==> src/hw/rtl/assert_macros.svh <==
// assertion macros shared by the rtl files
// depends on i_clk and i_rst_n being visible in the including module
`ifndef ASSERT_MACROS_SVH
`define ASSERT_MACROS_SVH

// property that must hold at every clock edge out of reset
`define ZCM_ASSERT(label, prop, msg) \
    label: assert property (@(posedge i_clk) disable iff (!i_rst_n) (prop)) else $error(msg);

// same-cycle implication
`define ZCM_ASSERT_IMP(label, ante, cons, msg) \
    label: assert property (@(posedge i_clk) disable iff (!i_rst_n) (ante) |-> (cons)) \
        else $error(msg);

// next-cycle implication
`define ZCM_ASSERT_NXT(label, ante, cons, msg) \
    label: assert property (@(posedge i_clk) disable iff (!i_rst_n) (ante) |=> (cons)) \
        else $error(msg);

`endif

==> src/hw/rtl/zcm_pkg.sv <==
// shared types, constants and functions of the zero crossing mask block
// no dependencies
package zcm_pkg;

    localparam int SAMPLE_BITS = 16;
    localparam int MAX_COLS    = 256;
    localparam int MAX_ROWS    = 256;
    localparam int COL_BITS    = $clog2(MAX_COLS);
    localparam int ROW_BITS    = $clog2(MAX_ROWS);
    localparam int CFG_BITS    = 9;
    localparam int FIFO_DEPTH  = 8;
    localparam int FIFO_PTR    = $clog2(FIFO_DEPTH);
    localparam int FIFO_CNT    = FIFO_PTR + 1;

    // configuration register indexes
    localparam logic CFG_ROWS = 1'b0;
    localparam logic CFG_COLS = 1'b1;

    // outcome of one pair test
    typedef enum logic [1:0] {
        CR_NONE = 2'd0,
        CR_NB   = 2'd1,
        CR_CUR  = 2'd2
    } t_cross;

    // one line store entry: sample of the row above and its pending mark
    typedef struct packed {
        logic signed [SAMPLE_BITS-1:0] sample;
        logic                          mark;
    } t_entry;

    // position of an item and its edge flags
    typedef struct packed {
        logic [ROW_BITS-1:0] row;
        logic [COL_BITS-1:0] col;
        logic                last_row;
        logic                last_col;
    } t_pos;

    // one result item
    typedef struct packed {
        logic                mask_bit;
        logic [ROW_BITS-1:0] row;
        logic [COL_BITS-1:0] col;
        logic                frame_end;
        logic                run_last;
    } t_res;

    // size register clamp: zero acts as one, oversize as the maximum
    function automatic logic [CFG_BITS-1:0] zcm_clamp(input logic [CFG_BITS-1:0] v,
                                                      input logic [CFG_BITS-1:0] maxv);
        logic [CFG_BITS-1:0] res;
        if (v == '0) begin
            res = CFG_BITS'(1);
        end else if (v > maxv) begin
            res = maxv;
        end else begin
            res = v;
        end
        return res;
    endfunction

    // sign rule of a pair and which element has the smaller magnitude
    function automatic t_cross zcm_cross(input logic signed [SAMPLE_BITS-1:0] cur,
                                         input logic signed [SAMPLE_BITS-1:0] nb);
        logic [SAMPLE_BITS:0] cx;
        logic [SAMPLE_BITS:0] nx;
        logic [SAMPLE_BITS:0] mc;
        logic [SAMPLE_BITS:0] mn;
        logic cur_neg, cur_zero, cur_pos;
        logic nb_neg, nb_zero, nb_pos;
        logic hit;
        t_cross res;
        cx       = {cur[SAMPLE_BITS-1], cur};
        nx       = {nb[SAMPLE_BITS-1], nb};
        mc       = cx[SAMPLE_BITS] ? (~cx + 1'b1) : cx;
        mn       = nx[SAMPLE_BITS] ? (~nx + 1'b1) : nx;
        cur_neg  = cur[SAMPLE_BITS-1];
        cur_zero = (cur == '0);
        cur_pos  = !cur_neg && !cur_zero;
        nb_neg   = nb[SAMPLE_BITS-1];
        nb_zero  = (nb == '0);
        nb_pos   = !nb_neg && !nb_zero;
        hit      = (nb_pos && cur_neg) || (nb_neg && cur_pos) ||
                   (nb_zero && cur_pos) || (nb_pos && cur_zero);
        if (!hit) begin
            res = CR_NONE;
        end else if (mn < mc) begin
            res = CR_NB;
        end else begin
            res = CR_CUR;
        end
        return res;
    endfunction

endpackage

==> src/hw/rtl/zcm_in_if.sv <==
// input channel: one field sample per item
// depends on zcm_pkg
interface zcm_in_if
    import zcm_pkg::*;
();
    logic                          valid;
    logic                          ready;
    logic signed [SAMPLE_BITS-1:0] sample;

    modport source (output valid, output sample, input ready);
    modport sink   (input valid, input sample, output ready);
endinterface

==> src/hw/rtl/zcm_out_if.sv <==
// output channel: one mask element per item
// depends on zcm_pkg
interface zcm_out_if
    import zcm_pkg::*;
();
    logic                valid;
    logic                ready;
    logic                mask_bit;
    logic [ROW_BITS-1:0] row;
    logic [COL_BITS-1:0] col;
    logic                frame_end;
    logic                run_last;

    modport source (output valid, output mask_bit, output row, output col,
                    output frame_end, output run_last, input ready);
    modport sink   (input valid, input mask_bit, input row, input col,
                    input frame_end, input run_last, output ready);
endinterface

==> src/hw/rtl/zcm_line_ram.sv <==
// line store: one entry per column, registered read, read before write
// depends on zcm_pkg
module zcm_line_ram
    import zcm_pkg::*;
(
    input  logic                i_clk,
    input  logic                i_rd_en,
    input  logic [COL_BITS-1:0] i_rd_addr,
    output t_entry              o_rd_data,
    input  logic                i_wr_en,
    input  logic [COL_BITS-1:0] i_wr_addr,
    input  t_entry              i_wr_data
);

    t_entry r_mem [MAX_COLS];
    t_entry r_rd_data;

    // single write port, single registered read port
    always_ff @(posedge i_clk) begin
        if (i_rd_en) begin
            r_rd_data <= r_mem[i_rd_addr];
        end
        if (i_wr_en) begin
            r_mem[i_wr_addr] <= i_wr_data;
        end
    end

    assign o_rd_data = r_rd_data;

endmodule

==> src/hw/rtl/zcm_pos_ctr.sv <==
// size registers and raster position counters
// depends on zcm_pkg and assert_macros.svh
`include "assert_macros.svh"
module zcm_pos_ctr
    import zcm_pkg::*;
(
    input  logic                i_clk,
    input  logic                i_rst_n,
    input  logic                i_cfg_we,
    input  logic                i_cfg_idx,
    input  logic [CFG_BITS-1:0] i_cfg_data,
    input  logic                i_advance,
    output t_pos                o_pos
);

    logic [CFG_BITS-1:0] r_rows, n_rows;
    logic [CFG_BITS-1:0] r_cols, n_cols;
    logic [ROW_BITS-1:0] r_row, n_row;
    logic [COL_BITS-1:0] r_col, n_col;
    logic                last_row;
    logic                last_col;

    // edge flags of the current position
    assign last_col = (CFG_BITS'(r_col) + CFG_BITS'(1)) >= r_cols;
    assign last_row = (CFG_BITS'(r_row) + CFG_BITS'(1)) >= r_rows;

    assign o_pos = '{row: r_row, col: r_col, last_row: last_row, last_col: last_col};

    // register writes, clamped on the way in
    always_comb begin
        n_rows = r_rows;
        n_cols = r_cols;
        if (i_cfg_we) begin
            case (i_cfg_idx)
                CFG_ROWS: n_rows = zcm_clamp(i_cfg_data, CFG_BITS'(MAX_ROWS));
                CFG_COLS: n_cols = zcm_clamp(i_cfg_data, CFG_BITS'(MAX_COLS));
                default: begin
                    n_rows = r_rows;
                    n_cols = r_cols;
                end
            endcase
        end
    end

    // raster advance, wrapping at the last column and last row
    always_comb begin
        n_row = r_row;
        n_col = r_col;
        if (i_advance) begin
            if (last_col) begin
                n_col = '0;
                n_row = last_row ? '0 : r_row + ROW_BITS'(1);
            end else begin
                n_col = r_col + COL_BITS'(1);
            end
        end
    end

    always_ff @(posedge i_clk) begin
        if (!i_rst_n) begin
            r_rows <= CFG_BITS'(MAX_ROWS);
            r_cols <= CFG_BITS'(MAX_COLS);
            r_row  <= '0;
            r_col  <= '0;
        end else begin
            r_rows <= n_rows;
            r_cols <= n_cols;
            r_row  <= n_row;
            r_col  <= n_col;
        end
    end

    `ZCM_ASSERT_NXT(a_col_wraps, i_advance && last_col && !(i_cfg_we), r_col == '0, "column did not wrap")

endmodule

==> src/hw/rtl/zcm_out_fifo.sv <==
// result queue: takes up to two items a cycle, gives one
// depends on zcm_pkg, zcm_out_if and assert_macros.svh
`include "assert_macros.svh"
module zcm_out_fifo
    import zcm_pkg::*;
(
    input  logic                i_clk,
    input  logic                i_rst_n,
    input  logic [1:0]          i_push_cnt,
    input  t_res                i_push0,
    input  t_res                i_push1,
    output logic [FIFO_CNT-1:0] o_count,
    zcm_out_if.source           o_res
);

    t_res                r_buf [FIFO_DEPTH];
    logic [FIFO_PTR-1:0] r_wr_ptr, n_wr_ptr;
    logic [FIFO_PTR-1:0] r_rd_ptr, n_rd_ptr;
    logic [FIFO_CNT-1:0] r_count, n_count;
    logic                pop;
    t_res                head;

    assign pop  = o_res.valid && o_res.ready;
    assign head = r_buf[r_rd_ptr];

    // pointer and fill bookkeeping
    always_comb begin
        n_wr_ptr = r_wr_ptr + FIFO_PTR'(i_push_cnt);
        n_rd_ptr = pop ? r_rd_ptr + FIFO_PTR'(1) : r_rd_ptr;
        n_count  = r_count + FIFO_CNT'(i_push_cnt) - FIFO_CNT'(pop);
    end

    always_ff @(posedge i_clk) begin
        if (!i_rst_n) begin
            r_wr_ptr <= '0;
            r_rd_ptr <= '0;
            r_count  <= '0;
        end else begin
            r_wr_ptr <= n_wr_ptr;
            r_rd_ptr <= n_rd_ptr;
            r_count  <= n_count;
        end
    end

    // storage writes
    always_ff @(posedge i_clk) begin
        if (i_push_cnt != 2'd0) begin
            r_buf[r_wr_ptr] <= i_push0;
        end
        if (i_push_cnt == 2'd2) begin
            r_buf[r_wr_ptr + FIFO_PTR'(1)] <= i_push1;
        end
    end

    assign o_count         = r_count;
    assign o_res.valid     = (r_count != '0);
    assign o_res.mask_bit  = head.mask_bit;
    assign o_res.row       = head.row;
    assign o_res.col       = head.col;
    assign o_res.frame_end = head.frame_end;
    assign o_res.run_last  = head.run_last;

    `ZCM_ASSERT(a_fifo_bound, r_count <= FIFO_CNT'(FIFO_DEPTH), "result queue overflow")

endmodule

==> src/hw/rtl/zero_crossing_mask.sv <==
// top level of the zero crossing mask block: pair tests and line store update
// depends on zcm_pkg, zcm_in_if, zcm_out_if, zcm_line_ram, zcm_pos_ctr, zcm_out_fifo
//
//   port       dir   handshake      payload
//   i_item     in    valid/ready    sample (16 bit signed)
//   o_res      out   valid/ready    mask_bit, row, col, frame_end, run_last
//   i_cfg_*    in    write enable   index 0 rows, index 1 cols (9 bit)
//
// one item a cycle while ready is high; the line store read at accept returns the
// row above in the next cycle, where the pair tests run and the store is written
// back. in the last row an item gives two results (one if rows is 1), so the
// one-result-a-cycle output port holds the input back. ready drops unless the
// eight-entry result queue can hold two results each for the item in stage one and a
// new one; reset sets sizes to the maximum, clears positions, queue and valid flags.
`include "assert_macros.svh"
module zero_crossing_mask
    import zcm_pkg::*;
(
    input  logic                i_clk,
    input  logic                i_rst_n,
    input  logic                i_cfg_we,
    input  logic                i_cfg_idx,
    input  logic [CFG_BITS-1:0] i_cfg_data,
    zcm_in_if.sink              i_item,
    zcm_out_if.source           o_res
);

    logic                          accept;
    t_pos                          pos;
    t_entry                        ram_rd;
    logic [FIFO_CNT-1:0]           fifo_count;

    // stage one: item whose line store read is in flight
    logic                          r_s1_valid;
    logic signed [SAMPLE_BITS-1:0] r_s1_sample;
    t_pos                          r_s1_pos;

    // entry of the previous item, not yet written to the line store
    logic signed [SAMPLE_BITS-1:0] r_lft_sample;
    logic                          r_lft_mark;
    logic [COL_BITS-1:0]           r_lft_addr;
    logic                          r_lft_pend;

    // last write, for a read that met it at the same edge
    logic                          r_fw_valid;
    logic [COL_BITS-1:0]           r_fw_addr;
    t_entry                        r_fw_data;

    t_entry                        above;
    t_cross                        v_cross;
    t_cross                        h_cross;
    logic                          up_mark;
    logic                          cur_mark;
    logic                          left_mark;
    logic                          wr_en;
    logic [COL_BITS-1:0]           wr_addr;
    t_entry                        wr_data;
    t_res                          res_up;
    t_res                          res_cur;
    t_res                          push0;
    t_res                          push1;
    logic [1:0]                    push_cnt;

    // room for the item in stage one and one more, two results each
    assign i_item.ready = (fifo_count + (r_s1_valid ? FIFO_CNT'(2) : FIFO_CNT'(0)))
                          <= FIFO_CNT'(FIFO_DEPTH - 2);
    assign accept = i_item.valid && i_item.ready;

    zcm_pos_ctr u_pos (
        .i_clk      (i_clk),
        .i_rst_n    (i_rst_n),
        .i_cfg_we   (i_cfg_we),
        .i_cfg_idx  (i_cfg_idx),
        .i_cfg_data (i_cfg_data),
        .i_advance  (accept),
        .o_pos      (pos)
    );

    zcm_line_ram u_ram (
        .i_clk     (i_clk),
        .i_rd_en   (accept),
        .i_rd_addr (pos.col),
        .o_rd_data (ram_rd),
        .i_wr_en   (wr_en),
        .i_wr_addr (wr_addr),
        .i_wr_data (wr_data)
    );

    // stage one valid and payload
    always_ff @(posedge i_clk) begin
        if (!i_rst_n) begin
            r_s1_valid <= 1'b0;
        end else begin
            r_s1_valid <= accept;
        end
    end

    always_ff @(posedge i_clk) begin
        if (accept) begin
            r_s1_sample <= i_item.sample;
            r_s1_pos    <= pos;
        end
    end

    // row-above entry: pending entry first, then last write, then the store
    always_comb begin
        if (r_lft_pend && (r_lft_addr == r_s1_pos.col)) begin
            above = '{sample: r_lft_sample, mark: r_lft_mark};
        end else if (r_fw_valid && (r_fw_addr == r_s1_pos.col)) begin
            above = r_fw_data;
        end else begin
            above = ram_rd;
        end
    end

    assign v_cross = zcm_cross(above.sample, r_s1_sample);
    assign h_cross = zcm_cross(r_lft_sample, r_s1_sample);

    // vertical and horizontal pair tests
    always_comb begin
        up_mark   = above.mark;
        cur_mark  = 1'b0;
        left_mark = r_lft_mark;
        if ((r_s1_pos.row != '0) && !r_s1_pos.last_col) begin
            case (v_cross)
                CR_NB:   cur_mark = 1'b1;
                CR_CUR:  up_mark  = 1'b1;
                default: up_mark  = above.mark;
            endcase
        end
        if ((r_s1_pos.col != '0) && !r_s1_pos.last_row) begin
            case (h_cross)
                CR_NB:   cur_mark  = 1'b1;
                CR_CUR:  left_mark = 1'b1;
                default: left_mark = r_lft_mark;
            endcase
        end
    end

    // write back the left neighbour, or the tail of the previous row
    always_comb begin
        wr_en   = 1'b0;
        wr_addr = r_lft_addr;
        wr_data = '{sample: r_lft_sample, mark: r_lft_mark};
        if (r_s1_valid) begin
            if (r_s1_pos.col != '0) begin
                wr_en   = 1'b1;
                wr_addr = r_s1_pos.col - COL_BITS'(1);
                wr_data = '{sample: r_lft_sample, mark: left_mark};
            end else begin
                wr_en = r_lft_pend;
            end
        end
    end

    always_ff @(posedge i_clk) begin
        if (!i_rst_n) begin
            r_lft_pend <= 1'b0;
            r_fw_valid <= 1'b0;
        end else begin
            r_fw_valid <= wr_en;
            if (r_s1_valid) begin
                r_lft_pend <= 1'b1;
            end
        end
    end

    always_ff @(posedge i_clk) begin
        r_fw_addr <= wr_addr;
        r_fw_data <= wr_data;
        if (r_s1_valid) begin
            r_lft_sample <= r_s1_sample;
            r_lft_mark   <= cur_mark;
            r_lft_addr   <= r_s1_pos.col;
        end
    end

    // result items: row above first, then the own element in the last row
    always_comb begin
        res_up  = '{mask_bit:  up_mark,
                    row:       r_s1_pos.row - ROW_BITS'(1),
                    col:       r_s1_pos.col,
                    frame_end: 1'b0,
                    run_last:  !r_s1_pos.last_row};
        res_cur = '{mask_bit:  cur_mark,
                    row:       r_s1_pos.row,
                    col:       r_s1_pos.col,
                    frame_end: r_s1_pos.last_col,
                    run_last:  1'b1};
        push0    = res_cur;
        push1    = res_cur;
        push_cnt = 2'd0;
        if (r_s1_valid) begin
            if (r_s1_pos.row != '0) begin
                push0    = res_up;
                push_cnt = r_s1_pos.last_row ? 2'd2 : 2'd1;
            end else begin
                push_cnt = r_s1_pos.last_row ? 2'd1 : 2'd0;
            end
        end
    end

    zcm_out_fifo u_fifo (
        .i_clk      (i_clk),
        .i_rst_n    (i_rst_n),
        .i_push_cnt (push_cnt),
        .i_push0    (push0),
        .i_push1    (push1),
        .o_count    (fifo_count),
        .o_res      (o_res)
    );

    `ZCM_ASSERT_NXT(a_s1_follows_accept, accept, r_s1_valid, "accepted item lost")
    `ZCM_ASSERT_IMP(a_left_pending, r_s1_valid && r_s1_pos.col != '0, r_lft_pend, "no left entry")
    `ZCM_ASSERT_IMP(a_queue_room, r_s1_valid, fifo_count <= FIFO_CNT'(FIFO_DEPTH - 2), "queue full")

endmodule
==> src/flat_wrapper.sv <==
// flat-port wrapper written by rule: the top's interface ports become plain ports
module zero_crossing_mask_flat import zcm_pkg::*;
  (i_clk, i_rst_n, i_cfg_we, i_cfg_idx, i_cfg_data, i_item_valid, i_item_sample, i_item_ready, o_res_valid, o_res_mask_bit, o_res_row, o_res_col, o_res_frame_end, o_res_run_last, o_res_ready);
  zcm_in_if i_item_i ();
  zcm_out_if o_res_i ();
  input  logic i_clk;
  input  logic i_rst_n;
  input  logic i_cfg_we;
  input  logic i_cfg_idx;
  input  logic [CFG_BITS-1:0] i_cfg_data;
  input wire logic [$bits(i_item_i.valid)-1:0] i_item_valid;
  input wire logic [$bits(i_item_i.sample)-1:0] i_item_sample;
  output wire logic [$bits(i_item_i.ready)-1:0] i_item_ready;
  output wire logic [$bits(o_res_i.valid)-1:0] o_res_valid;
  output wire logic [$bits(o_res_i.mask_bit)-1:0] o_res_mask_bit;
  output wire logic [$bits(o_res_i.row)-1:0] o_res_row;
  output wire logic [$bits(o_res_i.col)-1:0] o_res_col;
  output wire logic [$bits(o_res_i.frame_end)-1:0] o_res_frame_end;
  output wire logic [$bits(o_res_i.run_last)-1:0] o_res_run_last;
  input wire logic [$bits(o_res_i.ready)-1:0] o_res_ready;
  assign i_item_i.valid = i_item_valid;
  assign i_item_i.sample = i_item_sample;
  assign i_item_ready = i_item_i.ready;
  assign o_res_valid = o_res_i.valid;
  assign o_res_mask_bit = o_res_i.mask_bit;
  assign o_res_row = o_res_i.row;
  assign o_res_col = o_res_i.col;
  assign o_res_frame_end = o_res_i.frame_end;
  assign o_res_run_last = o_res_i.run_last;
  assign o_res_i.ready = o_res_ready;
  zero_crossing_mask u_core (.i_clk(i_clk), .i_rst_n(i_rst_n), .i_cfg_we(i_cfg_we), .i_cfg_idx(i_cfg_idx), .i_cfg_data(i_cfg_data), .i_item(i_item_i), .o_res(o_res_i));
endmodule
==> config.mk <==
export PLATFORM = sky130hd
export DESIGN_NAME = zero_crossing_mask_flat
export DESIGN_NICKNAME = d
export VERILOG_FILES = /design/src/hw/rtl/zcm_pkg.sv /design/src/hw/rtl/zcm_in_if.sv /design/src/hw/rtl/zcm_out_if.sv /design/src/hw/rtl/zcm_line_ram.sv /design/src/hw/rtl/zcm_pos_ctr.sv /design/src/hw/rtl/zcm_out_fifo.sv /design/src/hw/rtl/zero_crossing_mask.sv /design/src/flat_wrapper.sv
export VERILOG_INCLUDE_DIRS = /design/src /design/src/hw/rtl
export SDC_FILE = /design/constraint.sdc
export NUM_CORES = 2
export LEC_CHECK = 0
export ABC_CLOCK_PERIOD_IN_PS = 19350
export BUFFER_PORTS_ARGS = -buffer_cell sky130_fd_sc_hd__clkbuf_2
export CAP_MARGIN = 20
export CORE_MARGIN = 2
export CORE_UTILIZATION = 30
export DETAILED_ROUTE_END_ITERATION = 6
export GPL_TIMING_DRIVEN = 0
export PLACE_DENSITY = 0.41
export SYNTH_ARGS = -nofsm -noshare
export SYNTH_HDL_FRONTEND = slang
export SYNTH_MEMORY_MAX_BITS = 65536
export SYNTH_SLANG_ARGS = --single-unit
==> constraint.sdc <==
create_clock -name i_clk -period 19.35 [get_ports i_clk]
set_input_delay 2.9025 -clock i_clk [delete_from_list [all_inputs] [get_ports i_clk]]
set_output_delay 2.9025 -clock i_clk [all_outputs]
set_load 0.05 [all_outputs]
* Word level (Yosys, flattened, before mapping) *
Memory sizes are Yosys's and may differ from the RTL's. A register that Yosys moved wholly into a read port is not among the register bits.
Index checks and enable logic that the tools add are counted.

operators by class
  add/subtract/negate cells = 15
  order comparisons = 6
  eq/ne operators = 7
  multiplexer cells = 42
  bitwise operators = 4
  reduce and logical (&&, ||, !) cells = 42

operators with widths
  operator                 count
  $mux W17                 5
  $add A17 B1 Y17 const B  3
  $not A17 Y17             3
  $logic_not A16 Y1        3
  $mux W19                 2
  $lt A17 B17 Y1           2
  $mux W8                  4
  $mux W1                  19
  $add A8 B1 Y9 const B    2
  $ge A9 B9 Y1             2
  $mux W9                  2
  $logic_and A1 B1 Y1      17
  $add A8 B1 Y8 const B    2
  $eq A8 B8 Y1             2
  $mux W2                  8
  $reduce_bool A8 Y1       2
  $sub A8 B1 Y8 const B    2
  $gt A9 B9 Y1 const B     1
  $logic_not A9 Y1         1
  $logic_not A1 Y1         8
  $add A3 B1 Y3 const B    2
  $eq A2 B2 Y1 const B     3
  $logic_or A1 B1 Y1       6
  $mux W3                  2
  10 further kinds         13

word-level totals
  flip-flop bits (word level) = 131
  RAM bits = 4504
  output and inout bits = 21
  logic and storage cells = 139
  memories kept = 2

memory list
  memory               words  width  read ports  clocked after memory_dff  write ports  line                source
  u_core.u_ram.r_mem   256    17     1           1                         1            zcm_line_ram.sv:15  t_entry r_mem [MAX_COLS];
  u_core.u_fifo.r_buf  8      19     1           1                         2            zcm_out_fifo.sv:16  t_res r_buf [FIFO_DEPTH];

* Depth between registers and ports, before layout *
  depth after elaboration = 19
  depth in mapped cells = 23
  depth with buffers taken out = 21

* Modules after synthesis *
A second synthesis with hierarchy kept.

second synthesis, totals
  cells, all modules = 9067
  area, all modules = 185723.1 µm²

modules (own cells, without submodules)
  module              instances  cells an instance  area an instance (µm²)  seq. area each (µm²)
  zcm_line_ram        1          7797               169874.2                131195.8
  zcm_out_fifo        1          477                8346.8                  4824.6
  zero_crossing_mask  1          528                5398.9                  2332.2
  zcm_pos_ctr         1          265                2103.3                  680.7

* Worst setup path before layout *
OpenSTA, ideal clock, no wires.

  path kind = reg2reg
  from = reg u_core.r_lft_sample[5]
  to = mem u_core.u_ram.r_mem[0][0] (netlist bit) (data pin)
  library setup time = 0.590 ns
  arrival = 7.639 ns
  path slack = 11.121 ns
  cell stages (with the launch flop) = 12
  cells stage by stage = edfxtp_1 -> nor4_1 -> nand3b_1 -> o21ai_0 -> xor2_1 -> ha_1 -> o21ai_0 -> nand2b_1 -> a21oi_1 -> or3_1 -> o21ai_0 -> a31o_2

RTL lines
  element                   line                       source
  start: declaration        zero_crossing_mask.sv:39   logic signed [SAMPLE_BITS-1:0] r_lft_sample;
  start signal: assignment  zero_crossing_mask.sv:172  r_lft_sample <= r_s1_sample;
  end: declaration          zcm_line_ram.sv:15

==> results.md <==
Outcome:
- The flow ran to the end, and the final reports show no timing, DRC or antenna violations.

Logic synthesis:
- Sequential cells were found to cover between 70% and 80% of the synthesized design area.
- The top-area cell type share of the netlist area is 75.5%.
- Of all flip-flops after synthesis, the portion carrying an async set or reset was 0%.
- The synthesized design contains 4572 enable-type register cells.
- Counting flops and latches in the post-synthesis netlist gives 4655.
- Of all cell types, the one taking the most synthesized area is sky130_fd_sc_hd__edfxtp_1.
- The number of distinct library cells after synthesis is just under 70.
- The total number of yosys warnings is 0.
- The commonest register cell after synthesis is sky130_fd_sc_hd__edfxtp_1.
- Each instance of the synthesized netlist takes up on average between 20 and 25 um2.
- The cell area after synthesis is ~180000 um2.
- Synthesis produced 7862 cells.
- By area the synthesized netlist is led by sky130_fd_sc_hd__edfxtp_1 (76%), sky130_fd_sc_hd__mux4_2 (18%), sky130_fd_sc_hd__dfxtp_1 (0.91%).

STA:
- Measured against its own limit, the worst slew margin works out to a little under a fifth.
- The setup total negative slack is 0 ps.
- The worst slack on hold paths is 443 ps.
- The final setup violation count is 0.
- Of the available clock period, the critical path in the final layout requires 36.5%.
- Derived from the worst setup path, the maximum achievable clock frequency is approximately 0.14 GHz.
- The largest clock skew in the final design is around 48 ps.
- The max-slew violation count came to 0.
- The time the final worst path needs with I/O delays and setup is about 7100 ps.
- Setup repair after global routing left no endpoint under its margin.
- The transition time at the pin with the least slew margin is 1230 ps.
- The count of final hold-check violations is 0.

Cells and area:
- The sequential cells in the finished layout cover a total of 139000 um2.
- Of the cells placed in the final design, the portion with a size suffix greater than 1 is 34.7%.
- After routing the design area is approximately 220000 um2.
- The number of nets in the finished design is slightly above 9000.
- The layout overhead on the synthesized area is 21.9%.
- The count of filler cells inserted in the layout is about 55000.
- The multi-input gate area in the final layout is 41400 um2.

Floorplanning:
- The area inside the core boundary is ~600000 um2.
- The die is just under 800 um tall.
- The floorplan has roughly 290 rows.
- The overall die width is just under 800 um.
- The die area is ~610000 um2.
- The starting density of the core is a little under a third.
- In this run the count of I/O pins placed on the die edge is 52.

Routing:
- The wire length reported by the detailed router is roughly 580 mm.
- After detailed routing, the average wire length per cell comes to 33.2 um.
- The DRC violation count after routing is 0.
- The first TritonRoute pass finished after 5 iterations.
- The DRC violation total after the first TritonRoute iteration is between 9000 and 10000.
- The detail route stage leaves a number of antenna-violating nets equal to 0.
- Summing over every cut layer, the via total after detailed routing is slightly below 90000.
- In the routed layout, each cell is associated on average with a via count of approximately 5.1.

Critical path:
- The worst reg-to-reg path cell count is 13.
- The largest single stage delay on the critical path is about 840 ps.
- The worst setup path is captured at an output pin.
- On the critical path, the stage with the largest delay is an instance of sky130_fd_sc_hd__buf_1.
- The cell family contributing the most delay on the critical path is buffers and inverters.
- In this run the critical register-to-register path is launched from u_core.push1[7]$_DFFE_PP_.
- Data on the critical path is required at its endpoint by ~16000 ps.
- For the worst setup path, the data arrival time is 4170 ps.
- Traced cell by cell, the critical path runs through clkbuf_1, buf_1, mux4_2, mux2_2, clkbuf_2.
- The critical path startpoint category is a register.
- Along the worst path, the maximum fanout reaches 10.
- The internal reg-to-reg setup slack is between 10000 and 15000 ps.
- The endpoint of the worst register-to-register path is u_core.u_ram.r_mem[188][2]$_DFFE_PP_.
- The setup path with the least slack is of type register to output pin.
- Counting both buffers and inverters, the worst setup path holds a total of 3.

GRT:
- The overflow left after global routing is 0.
- The pin count of the biggest net entering global routing is 70.
- The via count of the first global-routing pass was 90400.
- The initial antenna violation count is 67.
- Global routing consumed, over all layers together, around 19% of the routing resources.
- The first global-routing pass estimated about 790 mm of wire.

Power and ir drop:
- Dividing total power by cell area gives a power density of ~110 nW/um2.
- VDD sags by at most a little under 100 uV.
- For this design the static power due to leakage is approximately 67 nW.

Clock tree:
- Gates resized during post-CTS repair numbered 0.
- The number of buffers added to fix hold violations after cts is 0.
- The root buffer cell chosen for the clock tree is sky130_fd_sc_hd__clkbuf_16.
- After clock tree synthesis, the clock-pin slew on the worst setup and hold paths is ~60 ps.
- The number of H-tree levels is 6.
- The clock buffer count from CTS is 530.
- The clock passes through at most 4 buffers.
- CTS saw 4655 sinks.
- The CTS tree is built.
- After clock tree synthesis, the setup repair step added 0 buffers.
- At the later pin of the worst-skew pair, clock insertion delay measures ~1100 ps.

Placement:
- The placed instances occupy a cell area of roughly 200000 um2.
- During placement, the flow inserted port buffers numbering approximately 50.
- At the end of routability-driven placement, the weighted congestion stood at between 0.8 and 0.9.
- After legalization and detailed placement, the total HPWL measured about 430 mm.

Job:
- Across the run, the number of max-cap violations was 0.

Min path:
- The end of the worst hold path is u_core.r_lft_addr[0]$_DFFE_PP_.
- The tightest min-delay check is of the register to register type.
- The worst hold path passes through 0 cells.
- The startpoint identified for the worst hold timing path is u_core.push1[2]$_DFFE_PP_.
-- area by class of cell --
class	count	area share (%)
flip-flops and latches	4655	62.7
clock buffers	670	6.36
diodes	23	0.0260
multi-input cells	2725	18.7
inverters	58	0.0989
plain buffers	426	0.838
repair buffers	609	5.59
clock inverters	271	1.11
well taps	8036	4.54
-- placed cells by master, fill, tap and decap left out, drive strengths merged, types with 28 or more instances in the layout --
| cell | synthesis | routed |
|---|---|---|
| inv | 55 | 77 |
| edfxtp | 4572 | 4572 |
| xnor2 | 54 | 54 |
| buf | 180 | 740 |
| clkbuf | 246 | 965 |
| nand3 | 34 | 34 |
| nor2 | 336 | 336 |
| ha | 71 | 71 |
| o21ai | 90 | 90 |
| mux4 | 1483 | 1483 |
| xor2 | 28 | 28 |
| clkinv | 3 | 219 |
| dfxtp | 83 | 83 |
| and2 | 75 | 75 |
| a21oi | 48 | 48 |
| nand2 | 193 | 193 |
-- layer usage --
metal  up-vias  routed length (um)  GRT usage [%]  part of all wire [%]
li1      35900                   -              -                     -
met1     49200              258000           26.5                    44
met2      2688              275000           30.0                    47
met3       625               32700           2.99                   5.6
met4         6               14800           4.44                   2.5
met5         -                 222              0                 0.038
-- registers in the layout, summed over array words and instances (netlist names), 9 cells and up, named ones only --
name                    flops
u_core.u_ram.r_mem       4352
u_core.u_fifo.r_buf       152
u_core.push1               17
u_core.r_fw_data           17
u_core.u_ram.o_rd_data     17
u_core.r_lft_sample        16
u_core.r_s1_sample         16
u_core.u_pos.r_cols         9
u_core.u_pos.r_rows         9
-- how the worst max path moves through the flow --
stage	start	endpoint	slack [ps]	depth (start not counted)
6_report	register	o_res_row[7]	12280	5
5_1_grt	register	o_res_row[7]	11980	5
4_1_cts	register	o_res_row[7]	12050	5
3_5_place_dp	register	o_res_row[7]	13230	5
3_3_place_gp	u_core.r_lft_sample[5]$_DFFE_PP_	u_core.u_ram.r_mem[208][0]$_DFFE_PP_	950	11
2_1_floorplan	u_core.r_lft_sample[5]$_DFFE_PP_	u_core.u_ram.r_mem[0][0]$_DFFE_PP_	11120	11
-- Yosys cell counts, types with 26 or more instances --
master / n
sky130_fd_sc_hd__o21ai_0: 84
sky130_fd_sc_hd__nand3_1: 34
sky130_fd_sc_hd__ha_1: 71
sky130_fd_sc_hd__and2_1: 74
sky130_fd_sc_hd__edfxtp_1: 4572
sky130_fd_sc_hd__mux4_2: 1483
sky130_fd_sc_hd__xor2_1: 28
sky130_fd_sc_hd__inv_1: 55
sky130_fd_sc_hd__xnor2_1: 54
sky130_fd_sc_hd__dfxtp_1: 83
sky130_fd_sc_hd__buf_1: 39
sky130_fd_sc_hd__clkbuf_1: 246
sky130_fd_sc_hd__buf_2: 127
sky130_fd_sc_hd__nand2_1: 184
sky130_fd_sc_hd__nor2_1: 336
sky130_fd_sc_hd__a21oi_1: 48
sky130_fd_sc_hd__o31ai_1: 26
-- power breakdown --
part	switching, mW	total [mW]	internal, mW
logic	2.35	3.90	1.55
clock network	4.13	9.67	5.54
registers	0.0652	11.4	11.4
-- per-stage QoR --
| step | power, mW | instances | utilization (%) | setup WS (ps) |
|---|---|---|---|---|
| after floorplan | 13.7 | 7864 | - | 11120 |
| after global placement | 15.4 | 15900 | 31.8 | 954 |
| after detailed placement | 15.6 | 16500 | 33.9 | 13230 |
| after CTS | 25.3 | 17400 | 36.7 | 12050 |
| after global routing | 25.8 | 17500 | 36.7 | 11980 |
| final | 25.0 | 17500 | 36.7 | 12280 |
-- kinds of logic (layout without fill, tap and decap cells) --
| family | after synthesis | count (layout) | synth area share [%] |
|---|---|---|---|
| fa+ha+maj | 73 | 73 | 0.511 |
| mux | 1520 | 1520 | 18.6 |
| buf+inv | 484 | 2034 | 1.12 |
| other cells | 2 | 27 | 0.00413 |
| compound gates | 265 | 265 | 0.932 |
| simple gates | 781 | 781 | 1.98 |
| flops | 4655 | 4655 | 76.5 |
| xor+xnor | 82 | 82 | 0.395 |
Power figures use the tool's default switching activity.
